File: src/design/lp2c_pkg.sv
// Package for the lidar polar to Cartesian converter.
// Field widths, angle constants, CORDIC arctangent table and the stage word type.
// No dependencies.
`default_nettype none
package lp2c_pkg;

  localparam int RANGE_W     = 16;
  localparam int INDEX_W     = 11;
  localparam int RES_W       = 16;
  localparam int OUT_W       = 17;
  localparam int PIDX_W      = 27;
  localparam int QUO_W       = 6;
  localparam int REM_W       = 23;
  localparam int ANG_W       = 22;
  localparam int Z_W         = 32;
  localparam int VEC_W       = 33;
  localparam int PROD_W      = 50;
  localparam int FRAC_BITS   = 30;
  localparam int ATAN_LEN    = 24;
  localparam int RECIP_SHIFT = 48;
  localparam int ANGLE_SHIFT = 8;

  localparam logic [RES_W-1:0]  RES_RESET     = 16'd5000;
  localparam logic [PIDX_W-1:0] FULL_TURN     = 27'd3600000;
  localparam logic [PIDX_W-1:0] THREE_QUARTER = 27'd2700000;
  localparam logic [PIDX_W-1:0] HALF_TURN     = 27'd1800000;
  localparam logic [PIDX_W-1:0] QUARTER_TURN  = 27'd900000;
  // floor(2^48 / 3600000)
  localparam logic [PIDX_W-1:0] RECIP         = 27'd78187493;

  localparam logic signed [VEC_W-1:0] GAIN_START = 33'sd652032874;
  localparam logic signed [OUT_W-1:0] OUT_LIMIT  = 17'sd65535;

  localparam logic signed [Z_W-1:0] ATAN_TAB [ATAN_LEN] = '{
    32'sd115200000, 32'sd68006531, 32'sd35932783, 32'sd18240042,
    32'sd9155416,   32'sd4582171,  32'sd2291645,  32'sd1145892,
    32'sd572955,    32'sd286479,   32'sd143239,   32'sd71620,
    32'sd35810,     32'sd17905,    32'sd8952,     32'sd4476,
    32'sd2238,      32'sd1119,     32'sd560,      32'sd280,
    32'sd140,       32'sd70,       32'sd35,       32'sd17
  };

  typedef struct packed {
    logic [RANGE_W-1:0]      rng;
    logic                    neg;
    logic signed [Z_W-1:0]   z;
    logic signed [VEC_W-1:0] cx;
    logic signed [VEC_W-1:0] sy;
  } cordic_word_t;

endpackage
`default_nettype wire

File: src/design/lp2c_cordic_stage.sv
// One registered rotation-mode CORDIC iteration with a fixed shift.
// Uses lp2c_pkg for the word type and the arctangent table.
`default_nettype none
module lp2c_cordic_stage #(
  parameter int SHIFT = 0
) (
  input  logic                   clk,
  input  logic                   rst,
  input  logic                   in_valid,
  output logic                   in_ready,
  input  lp2c_pkg::cordic_word_t in_word,
  output logic                   out_valid,
  input  logic                   out_ready,
  output lp2c_pkg::cordic_word_t out_word
);
  import lp2c_pkg::*;

  logic signed [VEC_W-1:0] dx;
  logic signed [VEC_W-1:0] dy;

  assign in_ready = !out_valid || out_ready;
  assign dx = in_word.sy >>> SHIFT;
  assign dy = in_word.cx >>> SHIFT;

  always_ff @(posedge clk) begin
    if (rst) begin
      out_valid <= 1'b0;
    end else if (in_ready) begin
      out_valid <= in_valid;
    end
  end

  always_ff @(posedge clk) begin
    if (in_ready && in_valid) begin
      out_word.rng <= in_word.rng;
      out_word.neg <= in_word.neg;
      if (in_word.z >= 0) begin
        out_word.cx <= in_word.cx - dx;
        out_word.sy <= in_word.sy + dy;
        out_word.z  <= in_word.z - ATAN_TAB[SHIFT];
      end else begin
        out_word.cx <= in_word.cx + dx;
        out_word.sy <= in_word.sy - dy;
        out_word.z  <= in_word.z + ATAN_TAB[SHIFT];
      end
    end
  end

endmodule
`default_nettype wire

File: config.mk
export PLATFORM = sky130hd
export DESIGN_NAME = lp2c_cordic_stage
export DESIGN_NICKNAME = d
export VERILOG_FILES = /design/src/design/lp2c_pkg.sv /design/src/design/lp2c_cordic_stage.sv
export SDC_FILE = /design/constraint.sdc
export NUM_CORES = 1
export LEC_CHECK = 0
export BUFFER_PORTS_ARGS = -buffer_cell sky130_fd_sc_hd__buf_4
export CORE_MARGIN = 2
export CORE_UTILIZATION = 57
export CTS_BUF_LIST = sky130_fd_sc_hd__clkbuf_8
export DETAILED_ROUTE_END_ITERATION = 8
export GPL_ROUTABILITY_DRIVEN = 0
export PLACE_DENSITY_LB_ADDON = 0.1
export SLEW_MARGIN = 20
export SYNTH_ARGS = -nofsm -noshare
export SYNTH_HDL_FRONTEND = slang
export SYNTH_SLANG_ARGS = --single-unit
File: constraint.sdc
create_clock -name clk -period 4.49 [get_ports clk]
set_input_delay 0.6735 -clock clk [delete_from_list [all_inputs] [get_ports clk]]
set_output_delay 0.6735 -clock clk [all_outputs]
set_load 0.02 [all_outputs]
==> results.env, run 1 <==
OUTCOME='finished, final reports clean'
CTSLONGESTPATHBUFFERS=2
CTS_TREE='built'
STDCELL_COUNT=1553
WORST-SETUP-PATH-TYPE='in -> reg'
CTS.CLK_SLEW.WORST_PATHS_PS=80
SYNTH-EDFF-COUNT=114
PORT_BUFFERS=235
SETUP_VIOLATIONS=0
TIMING.FINAL.HOLD_VIOLATIONS=0
FILLERS=1296
PERIOD_MINUS_SLACK_PS=3500
DRIVE_ABOVE_1_SHARE_PCT=22.7
COMB_POWER_SHARE_PCT=36.8
INTPOWER_W=0.00251
NETSWITCHINGPOWER_W=0.00141
CHIPWIDTH_UM=135
SKEW_PS=13.0
IR_DROP_V=0.000203
P_LEAK_nW=5.50
GRT_SETUP_UNREPAIRED='no'
POST-ROUTE-PERIOD-UTIL_PCT=77.9
ROOT_BUFFER='sky130_fd_sc_hd__clkbuf_8'
POSTROUTEANTENNANETS=0
CPPEAKSTAGEDELAY_PS=470
FINISH.NET_COUNT=1557
WIRE_PER_INST_UM=19.0
DRT-PASS1-ITER-COUNT=5
ANTENNA-DIODE-COUNT=0
POST-ROUTE-CELL-AREA_SQ_MM=0.0123
GLOBAL_ROUTE.OVERFLOW_TOTAL=0
SYNTH_AREA_PER_CELL_SQ_UM=9.02
NETLIST-CELL-TYPE-COUNT=69
LAYOUT_COMMONEST_CELL='sky130_fd_sc_hd__buf_4'
FINALWIRELENGTH_UM=29500
CLOCK_POWER_SHARE_PCT=27.4
WORST_EP_REQUIRED_TIME_PS=4680
TIMING.SLEW.HEADROOM_PCT=35.5
WORST_SETUP_PATH_START_KIND='input pin'
GRT.TOTAL_USAGE_PCT=32.0
WORSTPATHARRIVAL_PS=3690
MAX_SLEW.WORST_PIN.SLEW_PS=968
SLOWEST_STAGE='sky130_fd_sc_hd__o31ai_1'
TIMING.CRITICAL_PATH.BUF_INV=2
YOSYS_WARNINGS=0
SYN-INSTANCE-COUNT=1089
FINAL_CORE_UTIL_PCT=73.6
CRIT_FAMILY='compound AO/OA/AOI/OAI gates'
DIE_AREA_SQ_MM=0.0183
YS_SEQ_ELEMENTS=115
SW_FRAC_OF_TOTAL_PCT=35.9
PLACEABLECOREAREA_SQ_MM=0.0167
CLOCK_SINKS=115
MULTI_INPUT_COMBINATIONAL_CELL_AREA_SQ_MM=0.00579
CELL_AREA_REPORTED_AFTER_DETAILED_PLACEMENT_SQ_MM=0.0119
HOLD_PATH_CLASS='in -> reg'
MAXSLEWVIOLCOUNT=0
SEQUENTIAL_TO_TOTAL_AREA_SHARE_FROM_YOSYS_STAT_PCT=35.1
MAXIMUM_CAPACITANCE_VIOLATIONS=0
TIMING.FINAL.WS_SETUP_PS=991
FLOORPLAN.DIE.HEIGHT_UM=135
DP.FINAL_HPWL_UM=22800
TOTAL_I_O_PIN_COUNT=236
GRT_FIRST_PASS_WIRELENGTH_UM=46000
ROUTE.DETAILED.VIAS_PER_INST=6.04
YS_ASYNC_SR_FRACTION_PCT=0
REGISTER_AREA_SQ_MM=0.00344
ANTENNA_VIOLATIONS_BEFORE_REPAIR=0
CRITICAL_PATH_CELL_BY_CELL='buf_4 -> ha_1 -> fa_1 -> nand2b_1 -> a221oi_1 -> o21a_1 -> o2111a_1 -> o31ai_1 -> o31ai_1 -> buf_4 -> a31oi_1 -> o21ai_0 -> xnor2_1'
SYN_TO_FINAL_GROWTH_PCT=25.1
PRE_CTS_SLACK_PS=643
MAX_FO_CRITICAL_PATH=4
VIA_COUNT_OF_THE_FIRST_GLOBAL_ROUTING_PASS=8682
MAX_CLOCK_FREQ_GHz=0.286
P_PER_AREA_mW_PER_MM2=319
POST_CTS_RESIZE_COUNT=0
MOST_USED_CELLS_IN_THE_LAYOUT_EXCLUDING_FILL_AND_TAP_CELLS='258 x sky130_fd_sc_hd__buf_4, 116 x sky130_fd_sc_hd__a21oi_1, 114 x sky130_fd_sc_hd__ha_1, 114 x sky130_fd_sc_hd__edfxtp_1, 108 x sky130_fd_sc_hd__inv_1'
TIMING.SETUP.TNS_PS=0
DOMINANTREGCELLSYNTH='sky130_fd_sc_hd__edfxtp_1'
PLACEDCELLCOUNT=1521
H-TREE-DEPTH=4
NUM_VIAS=9386
CTS_MADE_BUFFERS=17
SYN_NETS=1326
PWR-SHARE-SEQ_PCT=35.8
DR.FIRST_ITER.DRC_COUNT=1046
SITE_ROW_COUNT=47
TIMING.CRITICAL_PATH.TO_TYPE='flip-flop'
CTS_HOLD_BUFFERS=0
SYN-CELL-AREA_SQ_MM=0.00982
POST-CTS-SETUP-BUFFER-COUNT=0
GRT_MAX_DEGREE=72
START_UTIL_PCT=58.8
INSERTION_DELAY_PS=450
ROUTE.DETAILED.DRC=0
-- through the flow --
stage	hold slack, ps	total power [W]
final	375	0.00392
after global routing	359	0.00408
after CTS	352	0.00391
after detailed placement	548	0.00284
after global placement	512	0.00281
after floorplan	729	0.00230
-- state kept, by name, indices dropped and copies added (netlist names) --
name / cells
out_valid: 1
out_word: 114
-- worst reg2reg max path: cells and delay by family (launching register included) --
family | cells | cell delay (ps)
buffers and inverters | 1 | 470
flip-flops | 1 | 320
AND/OR/NAND/NOR | 2 | 920
-- routing by layer --
metal | vias up | share of wire [%] | GRT usage (%) | wire, um
met5 | - | 0 | 0 | 0
li1 | 4383 | - | - | -
met4 | 0 | 2.5 | 10.2 | 732
met2 | 600 | 47 | 52.5 | 13900
met3 | 70 | 11 | 5.99 | 3160
met1 | 4333 | 40 | 43.2 | 11700
-- final timing paths --
path / from / to / slack, ps / cells past startpoint
setup / recovery: in_word[0] / out_word[32] / 990 / 13
setup reg to reg: out_valid / out_word[84] / 2450 / 3
hold reg to reg: out_valid / out_valid / 560 / 2
hold / removal: rst / out_valid / 370 / 2
-- area by class of cell --
| cell class | count | share of cell area [%] |
|---|---|---|
| Clock inverter | 15 | 1.56 |
| Clock buffer | 17 | 1.90 |
| Tap cell | 220 | 2.24 |
| Inverter | 111 | 3.39 |
| Timing Repair Buffer | 258 | 15.8 |
| Multi-Input combinational cell | 817 | 47.1 |
| Sequential cell | 115 | 28.0 |
-- cell usage after synthesis (4+ instances only) --
cell                       instances  area share (%)
sky130_fd_sc_hd__inv_1           108             4.1
sky130_fd_sc_hd__xnor2_1          65             5.8
sky130_fd_sc_hd__edfxtp_1        114              35
sky130_fd_sc_hd__mux2i_1          15             1.5
sky130_fd_sc_hd__or4_1             6            0.46
sky130_fd_sc_hd__a21oi_1         116             5.9
sky130_fd_sc_hd__nor2b_1          12            0.76
sky130_fd_sc_hd__ha_1            114              15
sky130_fd_sc_hd__fa_1              4            0.82
sky130_fd_sc_hd__a221oi_1          8            0.71
sky130_fd_sc_hd__a21o_1           22             1.7
sky130_fd_sc_hd__a211oi_1         13            0.99
sky130_fd_sc_hd__buf_1             6            0.23
sky130_fd_sc_hd__o211ai_1         14             1.1
sky130_fd_sc_hd__o21ai_0          65             3.3
sky130_fd_sc_hd__a211o_1           4            0.36
sky130_fd_sc_hd__nand2_1          53             2.0
sky130_fd_sc_hd__or3_1             6            0.38
sky130_fd_sc_hd__a31oi_1          11            0.70
sky130_fd_sc_hd__nand4_1           9            0.57
sky130_fd_sc_hd__nor2_1           99             3.8
sky130_fd_sc_hd__and2_1            4            0.25
sky130_fd_sc_hd__o31ai_1          14             1.1
sky130_fd_sc_hd__o21bai_1         18             1.4
sky130_fd_sc_hd__and3_1            5            0.32
sky130_fd_sc_hd__o311ai_0          4            0.36
sky130_fd_sc_hd__o21a_1            8            0.61
sky130_fd_sc_hd__xor2_1           12             1.1
sky130_fd_sc_hd__clkbuf_1         39             1.5
sky130_fd_sc_hd__nand3_1          20             1.0
sky130_fd_sc_hd__a311oi_1          4            0.36
sky130_fd_sc_hd__nand2b_1         14            0.89
sky130_fd_sc_hd__nor3_1           22             1.1
-- logic make-up after synthesis --
family | Yosys count | share of synthesized area [%]
xor gates and xnor gates | 77 | 6.87
buffers and inverters | 157 | 6.04
adders and majority gates | 118 | 15.3
DFF | 115 | 35.1
AOI/OAI and AO/OA | 339 | 22.0
muxes | 16 | 1.64
and+or+nand+nor | 267 | 13.1
-- power groups by stage --
stage	registers (W)	clock network (W)	logic, W
2_1_floorplan	0.00158	0	0.000726
3_3_place_gp	0.00142	0	0.00139
3_5_place_dp	0.00143	0	0.00141
4_1_cts	0.00140	0.00109	0.00142
5_1_grt	0.00141	0.00112	0.00155
6_report	0.00140	0.00107	0.00144
Note: power is estimated with default switching activity, not from simulation.
==> run 2: changes to the inputs <==
Settings changed: ABC_AREA set to 1, CORE_UTILIZATION 57 to 58.
Clock period 4.49 ns to 3.56 ns, I/O delays scaled along.
==> run 2 against run 1 <==
  * Critical path depth is 1 higher
  * Flip-flop and latch count stayed put
  * Register-to-register slack worse by 620 ps
  * Utilization is 2.6 points lower
  * Synthesized cell count is 73% higher
  * Worst setup slack better by 200 ps
  * Worst hold slack worse by 130 ps
  * Largest cell class unchanged
  * Largest power group unchanged
  * Highest routed layer unchanged
==> results.env, run 2 <==
GLOBAL_ROUTE.OVERFLOW_TOTAL=0
ROOT_BUFFER='sky130_fd_sc_hd__clkbuf_8'
P_PER_AREA_mW_PER_MM2=348
CHIPWIDTH_UM=148
GLOBALROUTEMET1UTIL_PCT=44.8
ROUTE.DETAILED.DRC=0
LAYOUT_COMMONEST_CELL='sky130_fd_sc_hd__nand2_1'
CRIT_FAMILY='simple AND/OR/NAND/NOR gates'
FLOORPLAN.DIE.HEIGHT_UM=148
NETLIST-CELL-TYPE-COUNT=37
CTS.CLK_SLEW.WORST_PATHS_PS=70
FINISH.NET_COUNT=2343
SITE_ROW_COUNT=52
YOSYS.CELL_COUNT.TOP_TYPE='sky130_fd_sc_hd__nand2_1'
SYN_TO_FINAL_GROWTH_PCT=19.3
MAX_FO_CRITICAL_PATH=10
YS_ASYNC_SR_FRACTION_PCT=0
SYN-INSTANCE-COUNT=1888
POST_SYNTH_MAIN_AREA_CONTRIBUTORS='sky130_fd_sc_hd__edfxtp_1 28%, sky130_fd_sc_hd__nand2_1 21%, sky130_fd_sc_hd__ha_1 12%, sky130_fd_sc_hd__inv_1 11%, sky130_fd_sc_hd__nand3_1 6.9%'
TIMING.CRITICAL_PATH.BUF_INV=2
GRT.TOTAL_USAGE_PCT=34.7
START_UTIL_PCT=59.5
TIMING.SLEW.HEADROOM_PCT=44.8
SYNTH_AREA_PER_CELL_SQ_UM=6.39
CTS_TREE='built'
YOSYS_WARNINGS=0
SYN-CELL-AREA_SQ_MM=0.0121
IR_DROP_V=0.000185
PORT_BUFFERS=235
FINAL_CORE_UTIL_PCT=71.0
PLACEABLECOREAREA_SQ_MM=0.0203
POSTROUTEANTENNANETS=0
WORSTPATHARRIVAL_PS=2540
H-TREE-DEPTH=4
MET3_USAGE_PCT=8.56
POST-CTS-SETUP-BUFFER-COUNT=0
POST-ROUTE-PERIOD-UTIL_PCT=66.6
HOLD_PATH_CLASS='in -> reg'
TIMING.SETUP.TNS_PS=0
TIMING.CRITICAL_PATH.TO_TYPE='flip-flop'
CRITICAL_PATH_CELL_BY_CELL='buf_4 -> inv_1 -> ha_1 -> nand2_1 -> nor2_1 -> nand2_1 -> nand3_1 -> nand2_1 -> nand2_2 -> nand2_1 -> nand2_1 -> nand2_1 -> nand3_1 -> nand2_1'
SKEW_PS=22.5
GLOBALROUTE.BUSIESTLAYER='met2'
POST_CTS_RESIZE_COUNT=0
SETUP_VIOLATIONS=0
USE_MET2_PCT=56.3
P_LEAK_nW=8.00
WORST-SETUP-PATH-TYPE='in -> reg'
DP.FINAL_HPWL_UM=31900
VIA_COUNT_OF_THE_FIRST_GLOBAL_ROUTING_PASS=11816
SYN_NETS=2125
FINALWIRELENGTH_UM=38400
GRT_SETUP_UNREPAIRED='no'
PERIOD_MINUS_SLACK_PS=2370
SEQUENTIAL_TO_TOTAL_AREA_SHARE_FROM_YOSYS_STAT_PCT=28.5
DRIVE_ABOVE_1_SHARE_PCT=13.6
CP_NUM_CELLS=14
MAXSLEWVIOLCOUNT=0
TOTAL_I_O_PIN_COUNT=236
ROUTE.DETAILED.VIAS_PER_INST=5.43
NUM_VIAS=12966
TIMING.FINAL.HOLD_VIOLATIONS=0
SYNTH-EDFF-COUNT=114
DR.FIRST_ITER.DRC_COUNT=1467
YS_SEQ_ELEMENTS=115
CTS_MADE_BUFFERS=17
INSERTION_DELAY_PS=460
SYNTH_TOP_CELL_AREA_SHARE_PCT=28.4
MAXIMUM_CAPACITANCE_VIOLATIONS=0
GRT_FIRST_PASS_WIRELENGTH_UM=59600
LARGEST-REGISTER='out_word'
CTS_HOLD_BUFFERS=0
SLOWEST_STAGE='sky130_fd_sc_hd__ha_1'
DIE_AREA_SQ_MM=0.0220
WIRE_PER_INST_UM=16.1
FF2FF_PATH_DEPTH=2
WORST_EP_REQUIRED_TIME_PS=3730
TOP_REGS='out_word x114, out_valid x1'
MAX_SLEW.WORST_PIN.SLEW_PS=826
DOMINANTREGCELLSYNTH='sky130_fd_sc_hd__edfxtp_1'
FILLERS=1783
MOST_USED_CELLS_IN_THE_LAYOUT_EXCLUDING_FILL_AND_TAP_CELLS='691 x sky130_fd_sc_hd__nand2_1, 359 x sky130_fd_sc_hd__inv_1, 239 x sky130_fd_sc_hd__buf_4, 167 x sky130_fd_sc_hd__nand3_1, 132 x sky130_fd_sc_hd__nor2_1'
CLOCK_SINKS=115
CTSLONGESTPATHBUFFERS=2
OUTCOME='finished, final reports clean'
CRITICAL_PATH.MOST_COMMON_CELL='sky130_fd_sc_hd__nand2_1'
TOP_CELL_TYPES_BY_OCCURRENCE_AFTER_SYNTHESIS='691 x sky130_fd_sc_hd__nand2_1, 359 x sky130_fd_sc_hd__inv_1, 167 x sky130_fd_sc_hd__nand3_1, 132 x sky130_fd_sc_hd__nor2_1'
MAX_CLOCK_FREQ_GHz=0.422
CPPEAKSTAGEDELAY_PS=510
GRT_MAX_DEGREE=73
ANTENNA-DIODE-COUNT=0
LARGEST_REGISTER_FF_COUNT=114
WORST_SETUP_PATH_START_KIND='input pin'
DRT-PASS1-ITER-COUNT=7
HOLD_DEPTH=2
YOSYSTOPAREACELL='sky130_fd_sc_hd__edfxtp_1'
ANTENNA_VIOLATIONS_BEFORE_REPAIR=0
==> run 2: worst paths after layout <==
kind | start | endpoint | slack [ps]
max | in_word[4] | out_word[54] | 1190
min | rst | out_valid | 240
max reg2reg | out_valid | out_word[19] | 1830
min reg2reg | out_valid | out_valid | 560
==> run 2: stage by stage <==
stage	instance area [sq um]	hold slack [ps]	worst slack (ps)	power, W	cells
after CTS	14400	215	1310	0.00497	2389
after floorplan	12100	603	611	0.00304	1888
after global routing	14400	223	1100	0.00528	2389
final	14400	241	1190	0.00501	2389
after detailed placement	14000	558	836	0.00376	2357
after global placement	14000	524	877	0.00372	2357
==> run 2: power by group <==
part / leakage, nW / internal (W) / total (W) / switching, W
Clock: 0.188 / 0.000626 / 0.00122 / 0.000598
Sequential: 1.11 / 0.00168 / 0.00174 / 0.0000548
Combinational: 6.69 / 0.000702 / 0.00205 / 0.00135
Total: 8.00 / 0.00301 / 0.00501 / 0.00200
==> run 2: worst register-to-register path, delay by kind of cell, from the launching register on <==
family / cells / cell delay, ps
flip-flops: 1 / 350
buffers and inverters: 1 / 400
AO/OA/AOI/OAI: 1 / 680
==> run 2: final cells by class <==
type | instances | area (sq um) | share of cell area [%]
Tap cell | 270 | 338 | 2.35
Inverter | 361 | 1360 | 9.41
Timing Repair Buffer | 241 | 1830 | 12.7
Sequential cell | 115 | 3440 | 23.9
Clock buffer | 17 | 234 | 1.62
Multi-Input combinational cell | 1370 | 7040 | 48.9
Clock inverter | 15 | 159 | 1.10
==> run 2: kinds of logic (layout without fill, tap and decap cells) <==
kind of cell / count (synthesis) / in the layout / synth area share [%]
compound gates: 175 / 175 / 7.79
xor+xnor: 40 / 40 / 2.90
fa+ha+maj: 118 / 118 / 12.5
buf+inv: 403 / 634 / 13.2
flops: 115 / 115 / 28.5
simple gates: 1037 / 1037 / 35.1
==> run 2: per-layer routing <==
layer | vias up | part of all wire [%]
met3 | 120 | 12
li1 | 6319 | -
met1 | 5769 | 39
met5 | - | 0
met4 | 0 | 4.0
met2 | 758 | 44
==> run 3: changes to the inputs <==
Settings changed: ABC_AREA 1 to 0, CORE_UTILIZATION 58 to 57.
Clock period 3.56 ns to 2.2 ns, I/O delays scaled along.
==> run 3 against run 2 <==
  * Synthesized cell count down 42%
  * The flow now stops in global routing
  * Synthesized area decreased by 19%
==> results.env, run 3 <==
TOTAL_I_O_PIN_COUNT=236
CHIPWIDTH_UM=135
CTSLONGESTPATHBUFFERS=2
SYNTH_TOP_CELL_AREA_SHARE_PCT=34.9
ROOT_BUFFER='sky130_fd_sc_hd__clkbuf_8'
SYN-CELL-AREA_SQ_MM=0.00982
RUN.STOP_ERROR='[ERROR GRT-0116] Global routing finished with congestion. Check the congestion regions in the DRC Viewer.'
HALTSTAGE='global routing'
H-TREE-DEPTH=4
START_UTIL_PCT=58.8
YS_SEQ_ELEMENTS=115
YS_ASYNC_SR_FRACTION_PCT=0
POST_SYNTH_MAIN_AREA_CONTRIBUTORS='sky130_fd_sc_hd__edfxtp_1 35%, sky130_fd_sc_hd__ha_1 15%, sky130_fd_sc_hd__a21oi_1 5.9%, sky130_fd_sc_hd__xnor2_1 5.8%, sky130_fd_sc_hd__inv_1 4.1%'
PRE_CTS_SLACK_PS=-1230
SYN_NETS=1326
GLOBAL_ROUTE.OVERFLOW_TOTAL=3
DOMINANTREGCELLSYNTH='sky130_fd_sc_hd__edfxtp_1'
YOSYSTOPAREACELL='sky130_fd_sc_hd__edfxtp_1'
FLOORPLAN.DIE.HEIGHT_UM=135
PLACEDCELLCOUNT=1811
PORT_BUFFERS=235
GRT.TOTAL_USAGE_PCT=65.9
SYNTH_AREA_PER_CELL_SQ_UM=9.02
TOP_CELL_TYPES_BY_OCCURRENCE_AFTER_SYNTHESIS='116 x sky130_fd_sc_hd__a21oi_1, 114 x sky130_fd_sc_hd__edfxtp_1, 114 x sky130_fd_sc_hd__ha_1, 108 x sky130_fd_sc_hd__inv_1, 99 x sky130_fd_sc_hd__nor2_1'
CELL_AREA_REPORTED_AFTER_DETAILED_PLACEMENT_SQ_MM=0.0146
NETLIST-CELL-TYPE-COUNT=69
GRT_MAX_DEGREE=67
SITE_ROW_COUNT=47
DP.FINAL_HPWL_UM=28500
SYN-INSTANCE-COUNT=1089
CTS_MADE_BUFFERS=17
OUTCOME='aborted with a tool error'
CTS_HOLD_BUFFERS=0
VIA_COUNT_OF_THE_FIRST_GLOBAL_ROUTING_PASS=14756
SYNTH-EDFF-COUNT=114
CLOCK_SINKS=115
SEQUENTIAL_TO_TOTAL_AREA_SHARE_FROM_YOSYS_STAT_PCT=35.1
YOSYS_WARNINGS=0
GRT_FIRST_PASS_WIRELENGTH_UM=89200
YOSYS.CELL_COUNT.TOP_TYPE='sky130_fd_sc_hd__a21oi_1'
==> run 3: per-layer routing <==
metal	overflow	track usage, %
met1	0	67.8
met2	1	87.3
met3	0	44.8
met4	2	61.1
met5	0	11.9
==> run 3: logic make-up after synthesis <==
family	after synthesis	share of synthesized area (%)
buffers and inverters	157	6.04
AOI/OAI and AO/OA	339	22.0
xor gates and xnor gates	77	6.87
adders and majority gates	118	15.3
DFF	115	35.1
and+or+nand+nor	267	13.1
muxes	16	1.64
==> run 3: metrics by stage <==
| stage | hold WS (ps) | utilization [%] |
|---|---|---|
| after CTS | 7.69 | 94.7 |
| after detailed placement | 491 | 87.1 |
| after global placement | 485 | 87.1 |
| after floorplan | 399 | - |
==> run 3: what timing repair did <==
item	in CTS
pin swaps	56
resized for setup	142
buffers inserted	25
endpoints found under the setup margin	51
endpoints found under the hold margin	0
==> run 4: changes to the inputs <==
Settings changed: CORE_UTILIZATION 57 to 40, CTS_BUF_LIST sky130_fd_sc_hd__clkbuf_8 to not set, PLACE_DENSITY_LB_ADDON 0.1 to 0.15.
==> run 4 against run 3 <==
  * The flow now finishes, with violations (DRC, setup timing)
==> results.env, run 4 (synthesis results as in run 1) <==
TOP_REGS='out_word x114, out_valid x1'
GLOBAL_ROUTE.OVERFLOW_TOTAL=0
REGISTER_AREA_SQ_MM=0.00344
DRIVE_ABOVE_1_SHARE_PCT=49.4
MAXSLEWVIOLCOUNT=0
FINAL_CORE_UTIL_PCT=69.6
HOLD_DEPTH=2
LAYOUT_COMMONEST_CELL='sky130_fd_sc_hd__buf_4'
CTS.CLK_SLEW.WORST_PATHS_PS=60
CTS_HOLD_BUFFERS=0
FAILED_CHECKS='DRC, setup timing'
CTS_TREE='built'
CHIPWIDTH_UM=161
STDCELL_COUNT=1995
DIE_AREA_SQ_MM=0.0258
P_PER_AREA_mW_PER_MM2=600
ANTENNA_VIOLATIONS_BEFORE_REPAIR=0
TIMING.SETUP.TNS_PS=-15170
POST-ROUTE-PERIOD-UTIL_PCT=133
DP.FINAL_HPWL_UM=27500
POST-LAYOUT-TOTAL-POWER_W=0.0101
REG2REG_SETUP_SLACK_PS=800
PERIOD_MINUS_SLACK_PS=2930
ANTENNA-DIODE-COUNT=0
FLOORPLAN.DIE.HEIGHT_UM=161
GRT_SETUP_UNREPAIRED='yes'
VIA_COUNT_OF_THE_FIRST_GLOBAL_ROUTING_PASS=10167
TIMING.SLEW.HEADROOM_PCT=21.9
GRT_FIRST_PASS_WIRELENGTH_UM=54000
WORST-SETUP-PATH-TYPE='in -> reg'
TIMING.FINAL.WS_SETUP_PS=-726
H-TREE-DEPTH=4
DRT-PASS1-ITER-COUNT=9
TOTAL_I_O_PIN_COUNT=236
CTS_MADE_BUFFERS=17
USE_MET2_PCT=45.8
FILLERS=1900
MULTI_INPUT_COMBINATIONAL_CELL_AREA_SQ_MM=0.00710
MOST_USED_CELLS_IN_THE_LAYOUT_EXCLUDING_FILL_AND_TAP_CELLS='546 x sky130_fd_sc_hd__buf_4, 114 x sky130_fd_sc_hd__edfxtp_1, 91 x sky130_fd_sc_hd__nor2_1, 89 x sky130_fd_sc_hd__inv_1, 84 x sky130_fd_sc_hd__ha_1'
GRT_MAX_DEGREE=79
CLOCK_SINKS=115
HOLD_PATH_CLASS='in -> reg'
SYN_TO_FINAL_GROWTH_PCT=71.4
LARGEST-REGISTER='out_word'
WORSTPATHARRIVAL_PS=3090
MET3_USAGE_PCT=4.08
SITE_ROW_COUNT=57
GLOBALROUTEMET1UTIL_PCT=34.2
GLOBALROUTE.BUSIESTLAYER='met2'
ROOT_BUFFER='sky130_fd_sc_hd__clkbuf_16'
CTSLONGESTPATHBUFFERS=2
OUTCOME='finished with violations'
MAX_FO_CRITICAL_PATH=3
WORST_R2R_STARTPOINT='out_valid'
PLACEABLECOREAREA_SQ_MM=0.0242
WORST_EP_REQUIRED_TIME_PS=2370
IR_DROP_V=0.000500
P_LEAK_nW=7.54
WIRE_PER_INST_UM=17.9
ROUTE.DETAILED.VIAS_PER_INST=5.34
MAX_CLOCK_FREQ_GHz=0.342
FINALWIRELENGTH_UM=35700
START_UTIL_PCT=40.6
TIMING.CRITICAL_PATH.TO_TYPE='flip-flop'
TIMING.FINAL.HOLD_VIOLATIONS=0
SKEW_PS=10.1
LARGEST_REGISTER_FF_COUNT=114
POSTROUTEANTENNANETS=0
MAX_SLEW.WORST_PIN.SLEW_PS=1170
R2R_END='out_word[6]'
PORT_BUFFERS=235
WORST_SETUP_PATH_START_KIND='input pin'
PLACEDCELLCOUNT=1934
NUM_VIAS=10654
FINISH.NET_COUNT=1895
WORST_HOLD_STARTPOINT='rst'
WORSTHOLDENDPOINT='out_valid'
PRE_CTS_SLACK_PS=-1180
SETUP_VIOLATIONS=41
FF2FF_PATH_DEPTH=3
DR.FIRST_ITER.DRC_COUNT=896
MAXIMUM_CAPACITANCE_VIOLATIONS=0
GRT.TOTAL_USAGE_PCT=26.4
INSERTION_DELAY_PS=420
ROUTE.DETAILED.DRC=4
## run 4: timing repair
action / 4_1_cts / 5_1_grt
buffers inserted: 20 / 19
resized for setup: 149 / 94
setup endpoints to repair: 49 / 50
pin swaps: 83 / 91
## run 4: area by class of cell
class,count,area share (%)
clock buffer,17,2.53
clock inverter,15,1.16
inverter,111,2.97
multi-input combinational,817,42.2
sequential,115,20.5
tap,324,2.41
timing repair buffer,596,28.3
## run 4: worst max-delay path, cell delays in order
cell                      delay (ps)
sky130_fd_sc_hd__buf_12          110
sky130_fd_sc_hd__inv_12           40
sky130_fd_sc_hd__ha_4            180
sky130_fd_sc_hd__or4_4           540
sky130_fd_sc_hd__or4_4           510
sky130_fd_sc_hd__or4_1           400
sky130_fd_sc_hd__a21o_1          210
sky130_fd_sc_hd__nand4_2         120
sky130_fd_sc_hd__nand3_2          80
sky130_fd_sc_hd__a32o_2          270
sky130_fd_sc_hd__o21ba_1         180
sky130_fd_sc_hd__xnor2_1         110
## run 4: how the worst max path moves through the flow
stage	cells after the start	to	slack, ps	startpoint
floorplan	12	out_word[62]	-930	in_word[18]
global route	12	out_word[31]	-780	in_word[18]
finish	12	out_word[62]	-730	in_word[18]
detailed placement	11	out_word[62]	-1180	in_word[54]
CTS	12	out_word[31]	-690	in_word[21]
global placement	11	out_word[62]	-1170	in_word[54]
## run 4: per-stage QoR
stage | hold WS, ps | instance area, sq um
CTS | 48.6 | 16300
floorplan | 399 | 10500
global route | 54.7 | 16800
global placement | 485 | 14800
finish | 62.1 | 16800
detailed placement | 493 | 14800
## run 4: power by group
part | total (W) | internal [W] | leakage, nW | switching, W
logic | 0.00429 | 0.00207 | 6.13 | 0.00222
clock network | 0.00296 | 0.00182 | 0.303 | 0.00114
registers | 0.00285 | 0.00277 | 1.11 | 0.0000754
total | 0.0101 | 0.00666 | 7.54 | 0.00343
## run 4: per-layer routing
metal / part of all wire (%) / vias up
li1: - / 5069
met1: 42 / 5029
met2: 50 / 489
met3: 6.6 / 67
met4: 2.2 / 0
met5: 0 / -
